--- src/rtl/csb_pkg.sv ---
`timescale 1ns / 1ps
`default_nettype none

package csb_pkg;

	// bank size and derived index width
	localparam int NUM_SLOTS = 64;
	localparam int SLOT_W    = (NUM_SLOTS > 1) ? $clog2(NUM_SLOTS) : 1;
	localparam int CNT_W     = 16;

	// command codes
	localparam logic [2:0] CMD_OPEN  = 3'd0;
	localparam logic [2:0] CMD_CLOSE = 3'd1;
	localparam logic [2:0] CMD_UP    = 3'd2;
	localparam logic [2:0] CMD_DOWN  = 3'd3;
	localparam logic [2:0] CMD_ALLOC = 3'd4;

	// status codes
	localparam logic [1:0] ST_OK    = 2'd0;
	localparam logic [1:0] ST_ERR   = 2'd1;
	localparam logic [1:0] ST_BLOCK = 2'd2;

	// count markers
	localparam logic [CNT_W-1:0] CLOSED_CNT = 16'hFFFF;
	localparam logic [CNT_W-1:0] CNT_MAX    = 16'h7FFF;

	typedef struct packed {
		logic [2:0]        cmd;
		logic [7:0]        sem_index;
		logic signed [15:0] init_value;
	} req_t;

	typedef struct packed {
		logic [1:0]         status;
		logic [5:0]         slot_out;
		logic               wake;
		logic signed [15:0] count_after;
	} rsp_t;

	// controller to datapath
	typedef struct packed {
		logic load;
		logic exec;
	} ctrl_cmd_t;

	// datapath to controller
	typedef struct packed {
		logic out_hold;
	} dp_stat_t;

endpackage

`default_nettype wire

--- src/rtl/csb_ram.sv ---
`timescale 1ns / 1ps
`default_nettype none

module csb_ram #(
	parameter int WIDTH = 16,
	parameter int DEPTH = 64,
	localparam int AW = (DEPTH > 1) ? $clog2(DEPTH) : 1
) (
	input  wire logic             clk,
	input  wire logic             wr_en,
	input  wire logic [AW-1:0]    wr_addr,
	input  wire logic [WIDTH-1:0] wr_data,
	input  wire logic             rd_en,
	input  wire logic [AW-1:0]    rd_addr,
	output logic      [WIDTH-1:0] rd_data
);

	logic [WIDTH-1:0] mem [DEPTH];

	// one write port, one registered read port
	always_ff @(posedge clk) begin
		if (wr_en) begin
			mem[wr_addr] <= wr_data;
		end
		if (rd_en) begin
			rd_data <= mem[rd_addr];
		end
	end

endmodule

`default_nettype wire

--- src/rtl/csb_ctrl.sv ---
`timescale 1ns / 1ps
`default_nettype none

module csb_ctrl (
	input  wire logic                 clk,
	input  wire logic                 arst_n,
	input  wire logic                 req_valid,
	output logic                      req_ready,
	output csb_pkg::ctrl_cmd_t        cmd,
	input  wire csb_pkg::dp_stat_t    stat
);

	typedef enum logic {
		S_IDLE,
		S_EXEC
	} state_t;

	state_t state_q;
	logic   ready_q;

	// take an item in idle, finish it once the result register is free
	always_comb begin
		cmd.load = req_valid && ready_q;
		cmd.exec = (state_q == S_EXEC) && !stat.out_hold;
	end

	assign req_ready = ready_q;

	// state and registered ready
	always_ff @(posedge clk or negedge arst_n) begin
		if (!arst_n) begin
			state_q <= S_IDLE;
			ready_q <= 1'b1;
		end else begin
			case (state_q)
				S_IDLE: begin
					if (req_valid && ready_q) begin
						state_q <= S_EXEC;
						ready_q <= 1'b0;
					end
				end
				S_EXEC: begin
					if (!stat.out_hold) begin
						state_q <= S_IDLE;
						ready_q <= 1'b1;
					end
				end
				default: begin
					state_q <= S_IDLE;
					ready_q <= 1'b1;
				end
			endcase
		end
	end

endmodule

`default_nettype wire

--- src/rtl/csb_dp.sv ---
`timescale 1ns / 1ps
`default_nettype none

module csb_dp (
	input  wire logic                 clk,
	input  wire logic                 arst_n,
	input  wire csb_pkg::req_t        req,
	input  wire csb_pkg::ctrl_cmd_t   cmd,
	output csb_pkg::dp_stat_t         stat,
	output logic                      rsp_valid,
	input  wire logic                 rsp_ready,
	output csb_pkg::rsp_t             rsp
);

	localparam int SW = csb_pkg::SLOT_W;
	localparam int CW = csb_pkg::CNT_W;

	csb_pkg::req_t        req_q;
	logic                 active_q [csb_pkg::NUM_SLOTS];
	logic [SW-1:0]        free_idx;
	logic                 free_ok;
	logic [SW-1:0]        free_q;
	logic                 free_ok_q;
	csb_pkg::rsp_t        rsp_q;
	logic                 rsp_valid_q;

	logic [CW-1:0]        rd_data;
	logic                 wr_en;
	logic [SW-1:0]        wr_addr;
	logic [CW-1:0]        wr_data;

	logic [SW-1:0]        slot;
	logic                 in_range;
	logic                 act;
	logic [CW-1:0]        cur;
	logic [CW-1:0]        ival;
	logic                 ival_neg;
	logic                 set_act;
	logic                 clr_act;
	logic [SW-1:0]        act_addr;
	csb_pkg::rsp_t        res;

	// count store
	csb_ram #(
		.WIDTH (CW),
		.DEPTH (csb_pkg::NUM_SLOTS)
	) u_cnt_ram (
		.clk     (clk),
		.wr_en   (wr_en),
		.wr_addr (wr_addr),
		.wr_data (wr_data),
		.rd_en   (cmd.load),
		.rd_addr (req.sem_index[SW-1:0]),
		.rd_data (rd_data)
	);

	// request register
	always_ff @(posedge clk) begin
		if (cmd.load) begin
			req_q <= req;
		end
	end

	// lowest free slot, registered each cycle
	always_comb begin
		free_idx = '0;
		free_ok  = 1'b0;
		for (int i = csb_pkg::NUM_SLOTS - 1; i >= 0; i--) begin
			if (!active_q[i]) begin
				free_idx = SW'(i);
				free_ok  = 1'b1;
			end
		end
	end

	always_ff @(posedge clk or negedge arst_n) begin
		if (!arst_n) begin
			free_q    <= '0;
			free_ok_q <= 1'b0;
		end else begin
			free_q    <= free_idx;
			free_ok_q <= free_ok;
		end
	end

	// command evaluation on the slot read back
	always_comb begin
		slot     = req_q.sem_index[SW-1:0];
		in_range = {1'b0, req_q.sem_index} < 9'(csb_pkg::NUM_SLOTS);
		act      = active_q[slot];
		cur      = act ? rd_data : csb_pkg::CLOSED_CNT;
		ival     = $unsigned(req_q.init_value);
		ival_neg = ival[CW-1];

		res.status      = csb_pkg::ST_ERR;
		res.slot_out    = req_q.sem_index[5:0];
		res.wake        = 1'b0;
		res.count_after = $signed(csb_pkg::CLOSED_CNT);
		wr_en    = 1'b0;
		wr_addr  = slot;
		wr_data  = ival;
		set_act  = 1'b0;
		clr_act  = 1'b0;
		act_addr = slot;

		if (req_q.cmd == csb_pkg::CMD_ALLOC) begin
			res.slot_out = '0;
			if (free_ok_q && !ival_neg) begin
				set_act         = 1'b1;
				act_addr        = free_q;
				wr_en           = 1'b1;
				wr_addr         = free_q;
				res.slot_out    = 6'(free_q);
				res.count_after = $signed(ival);
				res.status      = csb_pkg::ST_OK;
			end
		end else if (in_range) begin
			res.count_after = $signed(cur);
			case (req_q.cmd)
				csb_pkg::CMD_OPEN: begin
					if (!act && !ival_neg) begin
						set_act         = 1'b1;
						wr_en           = 1'b1;
						res.count_after = $signed(ival);
						res.status      = csb_pkg::ST_OK;
					end
				end
				csb_pkg::CMD_CLOSE: begin
					if (act) begin
						clr_act         = 1'b1;
						res.count_after = $signed(csb_pkg::CLOSED_CNT);
						res.wake        = 1'b1;
						res.status      = csb_pkg::ST_OK;
					end
				end
				csb_pkg::CMD_UP: begin
					if (act && (cur < csb_pkg::CNT_MAX)) begin
						wr_en           = 1'b1;
						wr_data         = cur + 16'd1;
						res.count_after = $signed(cur + 16'd1);
						res.wake        = (cur == '0);
						res.status      = csb_pkg::ST_OK;
					end
				end
				csb_pkg::CMD_DOWN: begin
					if (act) begin
						if (cur == '0) begin
							res.status = csb_pkg::ST_BLOCK;
						end else begin
							wr_en           = 1'b1;
							wr_data         = cur - 16'd1;
							res.count_after = $signed(cur - 16'd1);
							res.status      = csb_pkg::ST_OK;
						end
					end
				end
				default: begin
				end
			endcase
		end

		if (!cmd.exec) begin
			wr_en   = 1'b0;
			set_act = 1'b0;
			clr_act = 1'b0;
		end
	end

	// active bits, cleared by reset
	always_ff @(posedge clk or negedge arst_n) begin
		if (!arst_n) begin
			for (int i = 0; i < csb_pkg::NUM_SLOTS; i++) begin
				active_q[i] <= 1'b0;
			end
		end else begin
			if (set_act) begin
				active_q[act_addr] <= 1'b1;
			end else if (clr_act) begin
				active_q[act_addr] <= 1'b0;
			end
		end
	end

	// result register
	always_ff @(posedge clk or negedge arst_n) begin
		if (!arst_n) begin
			rsp_valid_q <= 1'b0;
		end else begin
			if (cmd.exec) begin
				rsp_valid_q <= 1'b1;
			end else if (rsp_ready) begin
				rsp_valid_q <= 1'b0;
			end
		end
	end

	always_ff @(posedge clk) begin
		if (cmd.exec) begin
			rsp_q <= res;
		end
	end

	assign stat.out_hold = rsp_valid_q && !rsp_ready;
	assign rsp_valid     = rsp_valid_q;
	assign rsp           = rsp_q;

endmodule

`default_nettype wire

--- src/rtl/counting_semaphore_bank.sv ---
// sequence: an item's slot is read from the count RAM on acceptance, and
//   its count is written back when the result register loads; one item at a
//   time, req_ready stays low until the result is registered
// reset: arst_n clears all active bits and the result valid flag; counts of
//   inactive slots read as -1, so the count RAM needs no clearing pass
`timescale 1ns / 1ps
`default_nettype none

module counting_semaphore_bank (
	input  wire logic           clk,
	input  wire logic           arst_n,
	input  wire logic           req_valid,
	output logic                req_ready,
	input  wire csb_pkg::req_t  req,
	output logic                rsp_valid,
	input  wire logic           rsp_ready,
	output csb_pkg::rsp_t       rsp
);

	csb_pkg::ctrl_cmd_t cmd;
	csb_pkg::dp_stat_t  stat;

	// sequencer
	csb_ctrl u_ctrl (
		.clk       (clk),
		.arst_n    (arst_n),
		.req_valid (req_valid),
		.req_ready (req_ready),
		.cmd       (cmd),
		.stat      (stat)
	);

	// slot state and result
	csb_dp u_dp (
		.clk       (clk),
		.arst_n    (arst_n),
		.req       (req),
		.cmd       (cmd),
		.stat      (stat),
		.rsp_valid (rsp_valid),
		.rsp_ready (rsp_ready),
		.rsp       (rsp)
	);

endmodule

`default_nettype wire

--- config.mk ---
export PLATFORM = sky130hd
export DESIGN_NAME = counting_semaphore_bank
export DESIGN_NICKNAME = d
export VERILOG_FILES = /design/src/rtl/csb_pkg.sv /design/src/rtl/csb_ram.sv /design/src/rtl/csb_ctrl.sv /design/src/rtl/csb_dp.sv /design/src/rtl/counting_semaphore_bank.sv
export SDC_FILE = /design/constraint.sdc
export NUM_CORES = 1
export LEC_CHECK = 0
export ABC_AREA = 0
export BUFFER_PORTS_ARGS = -buffer_cell sky130_fd_sc_hd__clkbuf_2
export CAP_MARGIN = 20
export CORE_MARGIN = 1.5
export CORE_UTILIZATION = 60
export CTS_BUF_LIST = sky130_fd_sc_hd__clkbuf_2 sky130_fd_sc_hd__clkbuf_4 sky130_fd_sc_hd__clkbuf_8
export DETAILED_ROUTE_END_ITERATION = 7
export PLACE_DENSITY = 0.76
export SLEW_MARGIN = 10
export SYNTH_ARGS = -nofsm -noshare
export SYNTH_HDL_FRONTEND = slang
export SYNTH_HIERARCHICAL = 1
export SYNTH_SLANG_ARGS = --single-unit
--- constraint.sdc ---
create_clock -name clk -period 8.7 [get_ports clk]
set_input_delay 0 -clock clk [delete_from_list [all_inputs] [get_ports clk]]
set_output_delay 0 -clock clk [all_outputs]
set_load 0.05 [all_outputs]
======== Word level (Yosys, flattened, before mapping) ========
Memory sizes are Yosys's and may differ from the RTL's. A register that Yosys moved wholly into a read port is not among the register bits.
Index checks and enable logic that the tools add are counted.
cells by class
  $add $sub $neg .......................... 2
  order comparisons ....................... 5
  equality and inequality tests ........... 6
  multiplexer cells ....................... 192
  bitwise gates (word level) .............. 7
  reductions and logical operators ........ 17
operator list
  cell                                                      count
  two-way mux 6 bit                                         67
  two-way mux 16 bit                                        12
  two-way mux 64 bit                                        2
  two-way mux 1 bit                                         95
  AND 64 bit                                                1
  inverter 64 bit                                           1
  OR 64 bit                                                 1
  case mux 16 bit (4 select lines)                          1
  two-way mux 17 bit                                        2
  case mux 16 bit (2 select lines)                          1
  adder 16 x 1 -> 16 bit, second input constant             1
  zero test 16 bit                                          1
  < comparator 16 x 15 -> 1 bit, second input constant      1
  subtractor 16 x 1 -> 16 bit, second input constant        1
  greater-or-equal comparator 7 bit, second input constant  2
  inverter 6 -> 7 bit                                       2
  < comparator 8 x 7 -> 1 bit, second input constant        1
  two-way mux 2 bit                                         4
  case mux 2 bit (4 select lines)                           1
  logical AND 1 bit                                         7
  < comparator 7 x 1 -> 1 bit, second input constant        1
  two-way mux 7 bit                                         1
  binary-select mux 1 bit (select 6 bit)                    1
  demux 1 bit (select 6 bit)                                1
  13 further kinds                                          21
storage, ports and cells
  bits in registers ....................... 126
  RAM bits ................................ 1024
  input port bits ......................... 31
  output and inout port bits .............. 27
  word-level logic and storage cells ...... 306
  memories ................................ 1
memory list
  memory              words  bits a word  rd ports  clocked after memory_dff  wr ports  line           text
  u_dp.u_cnt_ram.mem  64     16           1         1                         1         csb_ram.sv:18  logic [WIDTH-1:0] mem [DEPTH];

======== Longest topological paths before layout ========
  word-level depth ........................ 64
  mapped depth ............................ 25
  mapped depth without buffers ............ 20

======== Hierarchy ========
The synthesis kept the hierarchy.
by module, submodules not included
  module    instances  cells an instance  area an instance (um^2)  sequential area each (um^2)
  csb_ram   1          1829               40202.3                  31230.0
  csb_dp    1          930                8348.0                   3363.2
  csb_ctrl  1          8                  96.3                     51.3

======== Worst setup path before layout ========
Ideal clock, no wire load.
  kind .................................... flip-flop to flip-flop
  from .................................... register u_dp/req_q[16] (netlist name)
  to ...................................... memory u_dp.u_cnt_ram.mem[0][12], data pin
  setup time .............................. 0.702 ns
  data arrival time ....................... 6.544 ns
  required time ........................... 7.998 ns
  setup slack ............................. 1.454 ns
  cell stages (with the launch flop) ...... 22
  path buffers ............................ 6
  clock period less this slack ............ 7.246 ns
  cell sequence ........................... edfxtp_1 > buf_4 > buf_6 > buf_6 > mux4_2 > mux2_2 > nand3_1 > nand4_1 > nand2_1 > buf_2 > nor2_1 > inv_1 > ha_1 > nand3_1 > nor2_1 > nand4_1 > and2_1 > clkbuf_1 > nand3_1 > clkbuf_1 > mux2i_1 > o21ai_0
on the way
  cells in the longest elaborated chain, start to end .. 11
  elaborated cells on any way between the ends .. 17
  those cells by class .................... add/sub: 2; order compare: 2; mux: 10; bitwise: 1; reduce/logical: 2
ends and longest elaborated chain
  element                                                    line                          text
  start, declared                                            csb_dp.sv:18                  csb_pkg::req_t req_q;
  start signal, assigned                                     csb_dp.sv:60                  req_q <= req;
  inverter 6 -> 7 bit (implied by the code)                  csb_dp.sv:90                  act = active_q[slot];
  binary-select mux 1 bit (select 6 bit)                     csb_dp.sv:90
  two-way mux 1 bit (implied by the code) (2 in series)      csb_dp.sv:90
  two-way mux 16 bit                                         csb_dp.sv:91                  cur = act ? rd_data : csb_pkg::CLOSED_CNT;
  subtractor 16 x 1 -> 16 bit, or another cell as far along  csb_dp.sv:151                 wr_data = cur - 16'd1;
  two-way mux 16 bit or logical AND 1 bit (tied branches)    csb_dp.sv:147, csb_dp.sv:137
  two-way mux 16 bit (on tied branches)                      csb_dp.sv:146, csb_dp.sv:137
  case mux 16 bit (2 select lines)                           csb_dp.sv:119                 case (req_q.cmd)
  two-way mux 16 bit (*)                                     csb_dp.sv:117                 end else if (in_range) begin
  two-way mux 16 bit (*)                                     csb_dp.sv:106                 if (req_q.cmd == csb_pkg::CMD_ALLOC) begin
  via u_dp.wr_data[12]                                       csb_dp.sv:30                  logic [CW-1:0] wr_data;
  end, declared                                              csb_ram.sv:18
The timed path passes the listed nets; every way through them passes the cells marked *. The select of a mux whose other input is x is not followed.

======== Final worst setup path ========
  from .................................... register u_dp/req_q[17] (netlist name)
  to ...................................... memory u_dp.u_cnt_ram.mem[38][7], enable pin
on the way
  cells in the longest elaborated chain, start to end .. 14
  elaborated cells on any way between the ends .. 23
  those cells by class .................... order compare: 2; mux: 16; bitwise: 1; reduce/logical: 4
ends and longest elaborated chain
  element                                                            line                          text
  inverter 6 -> 7 bit (implied by the code)                          csb_dp.sv:90
  binary-select mux 1 bit (select 6 bit)                             csb_dp.sv:90
  two-way mux 1 bit (implied by the code) (2 in series)              csb_dp.sv:90
  two-way mux 16 bit                                                 csb_dp.sv:91
  < comparator 16 x 15 -> 1 bit or zero test 16 bit (tied branches)  csb_dp.sv:137, csb_dp.sv:147
  logical AND 1 bit or two-way mux 1 bit (tied branches)             csb_dp.sv:137, csb_dp.sv:147
  two-way mux 1 bit (on tied branches)                               csb_dp.sv:137, csb_dp.sv:146
  case mux 1 bit (3 select lines)                                    csb_dp.sv:119
  two-way mux 1 bit (*)                                              csb_dp.sv:117
  two-way mux 1 bit (*)                                              csb_dp.sv:106
  two-way mux 1 bit (*)                                              csb_dp.sv:162                 if (!cmd.exec) begin
  via u_dp.wr_en                                                     csb_dp.sv:28                  logic wr_en;
  two-way mux 1 bit (*)                                              csb_ram.sv:22                 if (wr_en) begin
  two-way mux 1 bit (implied by the code) (*)                        csb_ram.sv:23                 mem[wr_addr] <= wr_data;
Marked as above.

==> impl_metrics.yaml <==
final_layout:
  nets: 3050
  fin_area_mm2: 0.05441
  seq_area_mm2: 0.03464
  syn_to_final_growth_pct: 11.86
  num-fill-cells: 5171
  multi_input_area_mm2: 0.01309
  drive_above_1_share_pct: 25.81
pwr:
  p_int_mw: 8.495
  pwr_density_cell_mw_per_mm2: 198.8
  sequentialPowerShare_pct: 55.9
  p_clk_share_pct: 40.6
  comb_power_share_pct: 3.5
  switchingPower_mw: 2.323
  leakage_nw: 18.15
  p_sw_share_pct: 21.47
  max-vdd-ir-drop_mv: 0.1587
yosys:
  avgSynthCellArea_um2: 17.58
  synth_most_common_cell: "edfxtp_1"
  ys_async_sr_fraction_pct: 6.346
  yosysSeqAreaShare_pct: 71.22
  synth_area_leaders: "edfxtp_1, mux4_2, dfrtp_1"
  synth_enable_flop_cells: 1092
  ys_warn_count: 6
  yosys.area.top_type: "edfxtp_1"
  synth.top_cells.by_count: "edfxtp_1, mux4_2, nor2_1"
  syn_area_mm2: 0.04865
  synthDominantCellAreaShare_pct: 67.41
  synth-main-ff-cell: "edfxtp_1"
  syn_inst: 2767
  ys_types: 84
  synth_nets: 2801
  ys_seq_elements: 1166
grt:
  antenna_found_initial: 7
  busiest_layer: "met2"
  grt_max_degree: 97
  grt_pass1_wl_um: 177800
  grt_usage_pct: 29.67
  grt_use_met2_pct: 46.91
  grt_pass1_vias: 27677
  grt.met1_usage_pct: 40.07
  overflow: 0
  grt_use_met3_pct: 6.648
worst_setup_path:
  worstSetupEndpointType: "flop"
  crit_arrival_ns: 7.31
  critical_path.top_delay_family: "simple AND/OR/NAND/NOR gates"
  reg2reg_setup_slack_ns: 1.93
  cp_num_buf_inv: 1
  slowest_stage: "nor2_1"
  critical_path.max_stage_delay_ns: 0.82
  cp-start-kind: "flop"
  required_ns: 9.24
  cpMostUsedCell: "nor2_1"
  path_max_fanout: 14
  crit_chain: "and2_0 -> a22oi_1 -> a31oi_1 -> and4_1 -> or3_1 -> ha_1 -> nand3_1 -> nor2_1 -> nand4_1 -> nand2_1 -> o21ai_0 -> nand2_1 -> o32ai_1 -> a21oi_1 -> nor2_1 -> nor2b_1 -> nand3_1 -> nor2_1 -> buf_6"
  path_class: "flop to flop"
place:
  post-place-ws_ns: 2.138
  place.gp.congestion: 0.9532
  place.detailed.hpwl_um: 73470
  numPortBuffers: 57
  postPlaceCellArea_mm2: 0.05038
die:
  fp.dieH_um: 287.7
  fp-row-count: 104
  die_width_um: 287.7
  core_area_mm2: 0.08042
  die-area_mm2: 0.08279
  initial_core_util_pct: 60.49
  ioPinCount: 58
outcome:
  status: "completed"
timing:
  finalSetupViolCount: 0
  fin_skew_ns: 0.04552
  fmax_ghz: 0.1476
  rsz0062_at_grt: "no"
  worst_pin_slew_ns: 1.160
  finalSetupTns_ns: 0
  maxSlewHeadroom_pct: 22.24
  hold_viol: 0
  min_period_ns: 6.774
  final.period_utilization_pct: 77.86
  slew_viol_final: 0
  setup_slack_ns: 1.926
clock_network:
  cts-root-buf: "clkbuf_8"
  cts_resized: 0
  htree_num_levels: 4
  path_clk_slew_ns: 0.06
  clockBufferDepth: 3
  cts-buffers-inserted: 176
  post_cts_buffers: 0
  cts_sinks: 1166
  cts_tree: "done"
  clkLatencyLatePin_ns: 0.85
routing:
  first_pass_iters: 6
  vias_per_cell: 6.570
  vias: 27706
  wire_per_inst_um: 28.59
  initialDrtViolationCount: 3204
  ant_nets: 0
  drc: 0
  routed_wl_um: 120500
hold_path:
  worstHoldPathType: "primary input to flop"
job:
  cap_violations: 0
==> placed cells by master (no fill, tap or decap), types with 13 or more instances in the layout <==
cell and count:
edfxtp_1 1092, mux4_2 224, clkbuf_8 180, nor2_1 172
nand2_1 162, mux2i_1 117, buf_4 116, mux2_2 84
nand3_1 75, dfrtp_1 73, clkbuf_4 64, o21ai_0 64
a21oi_1 59, dlygate4sd3_1 53, clkbuf_2 53, a22oi_1 48
clkinv_1 40, nor2b_1 40, nand4_1 38, inv_1 29
a31oi_1 24, nor3_1 21, o22ai_1 18, clkinv_2 17
xnor2_1 17, a221oi_1 17, o211ai_1 14, xor2_1 13
==> layer usage <==
layer / routed length (um) / share of wire (%)
met5: 37 / 0.031
met2: 58230 / 48
met3: 11840 / 9.8
met4: 5248 / 4.4
met1: 45190 / 37
==> per-stage QoR <==
stage / util, % / power (mW) / hold slack [ns] / cells
3_5_place_dp: 62.65 / 6.522 / 0.1786 / 3842
3_3_place_gp: 62.61 / 6.517 / 0.1777 / 3839
4_1_cts: 67.61 / 10.87 / 0.1201 / 4211
6_report: 67.67 / 10.82 / 0.2141 / 4217
5_1_grt: 67.66 / 11.14 / 0.1857 / 4215
2_1_floorplan: - / 6.421 / -0.2956 / 2767
==> area by class of cell <==
cell class	instances	share of cell area (%)
inverter	29	0.2000
tap	1060	2.437
timing repair buffer	230	3.261
clock buffer	243	5.410
sequential	1166	63.67
antenna	3	0.01380
multi-input combinational	1413	24.06
clock inverter	73	0.9473
==> worst min-delay path: cells and delay by family <==
kind	cells	cell delay, ns
simple gates	1	0.07
mux	1	0.27
buf+inv	2	0.65
==> state kept, by name, indices dropped and copies added, names as in the netlist, 6 cells and up, named ones only <==
signal                  flops
u_dp/u_cnt_ram/mem       1024
u_dp/free_q                 6
u_dp/u_cnt_ram/rd_data     16
u_dp/ival                  16
u_dp/req_q                 11
u_dp/rsp                   25
==> logic make-up (layout without fill, tap and decap cells) <==
| family | after synthesis | count (layout) | synth area share, % |
|---|---|---|---|
| AOI/OAI and AO/OA | 358 | 358 | 5.075 |
| DFF | 1166 | 1166 | 71.22 |
| other | 0 | 3 | 0 |
| xor gates and xnor gates | 30 | 30 | 0.5401 |
| muxes | 436 | 436 | 15.14 |
| adders and majority gates | 3 | 3 | 0.07717 |
| buffers and inverters | 188 | 575 | 2.238 |
| and+or+nand+nor | 586 | 586 | 5.715 |
==> worst paths after layout <==
kind	startpoint	to	cells past startpoint
setup / recovery	u_dp/req_q[17]	u_dp/u_cnt_ram/mem[38][7]	19
hold / removal	rsp_ready	u_ctrl/state_q	4
setup reg to reg	u_dp/req_q[17]	u_dp/u_cnt_ram/mem[38][7]	19
hold reg to reg	flop	flop	1
max in group asynchronous	arst_n	asynchronous set/reset pin	4
min in group asynchronous	arst_n	u_dp/free_q[4]	4
==> power groups by stage <==
stage / clock (mW) / sequential (mW) / combinational, mW
2_1_floorplan: 0 / 6.17 / 0.256
3_3_place_gp: 0 / 6.17 / 0.352
3_5_place_dp: 0 / 6.17 / 0.357
4_1_cts: 4.45 / 6.05 / 0.377
5_1_grt: 4.70 / 6.04 / 0.396
6_report: 4.39 / 6.05 / 0.378
==> timing repair <==
item / CTS / global route
setup endpoints to repair: 0 / 0
hold endpoints to repair: 172 / 0
hold buffers: 53 / 0
Note: power is estimated with default switching activity, not from simulation.
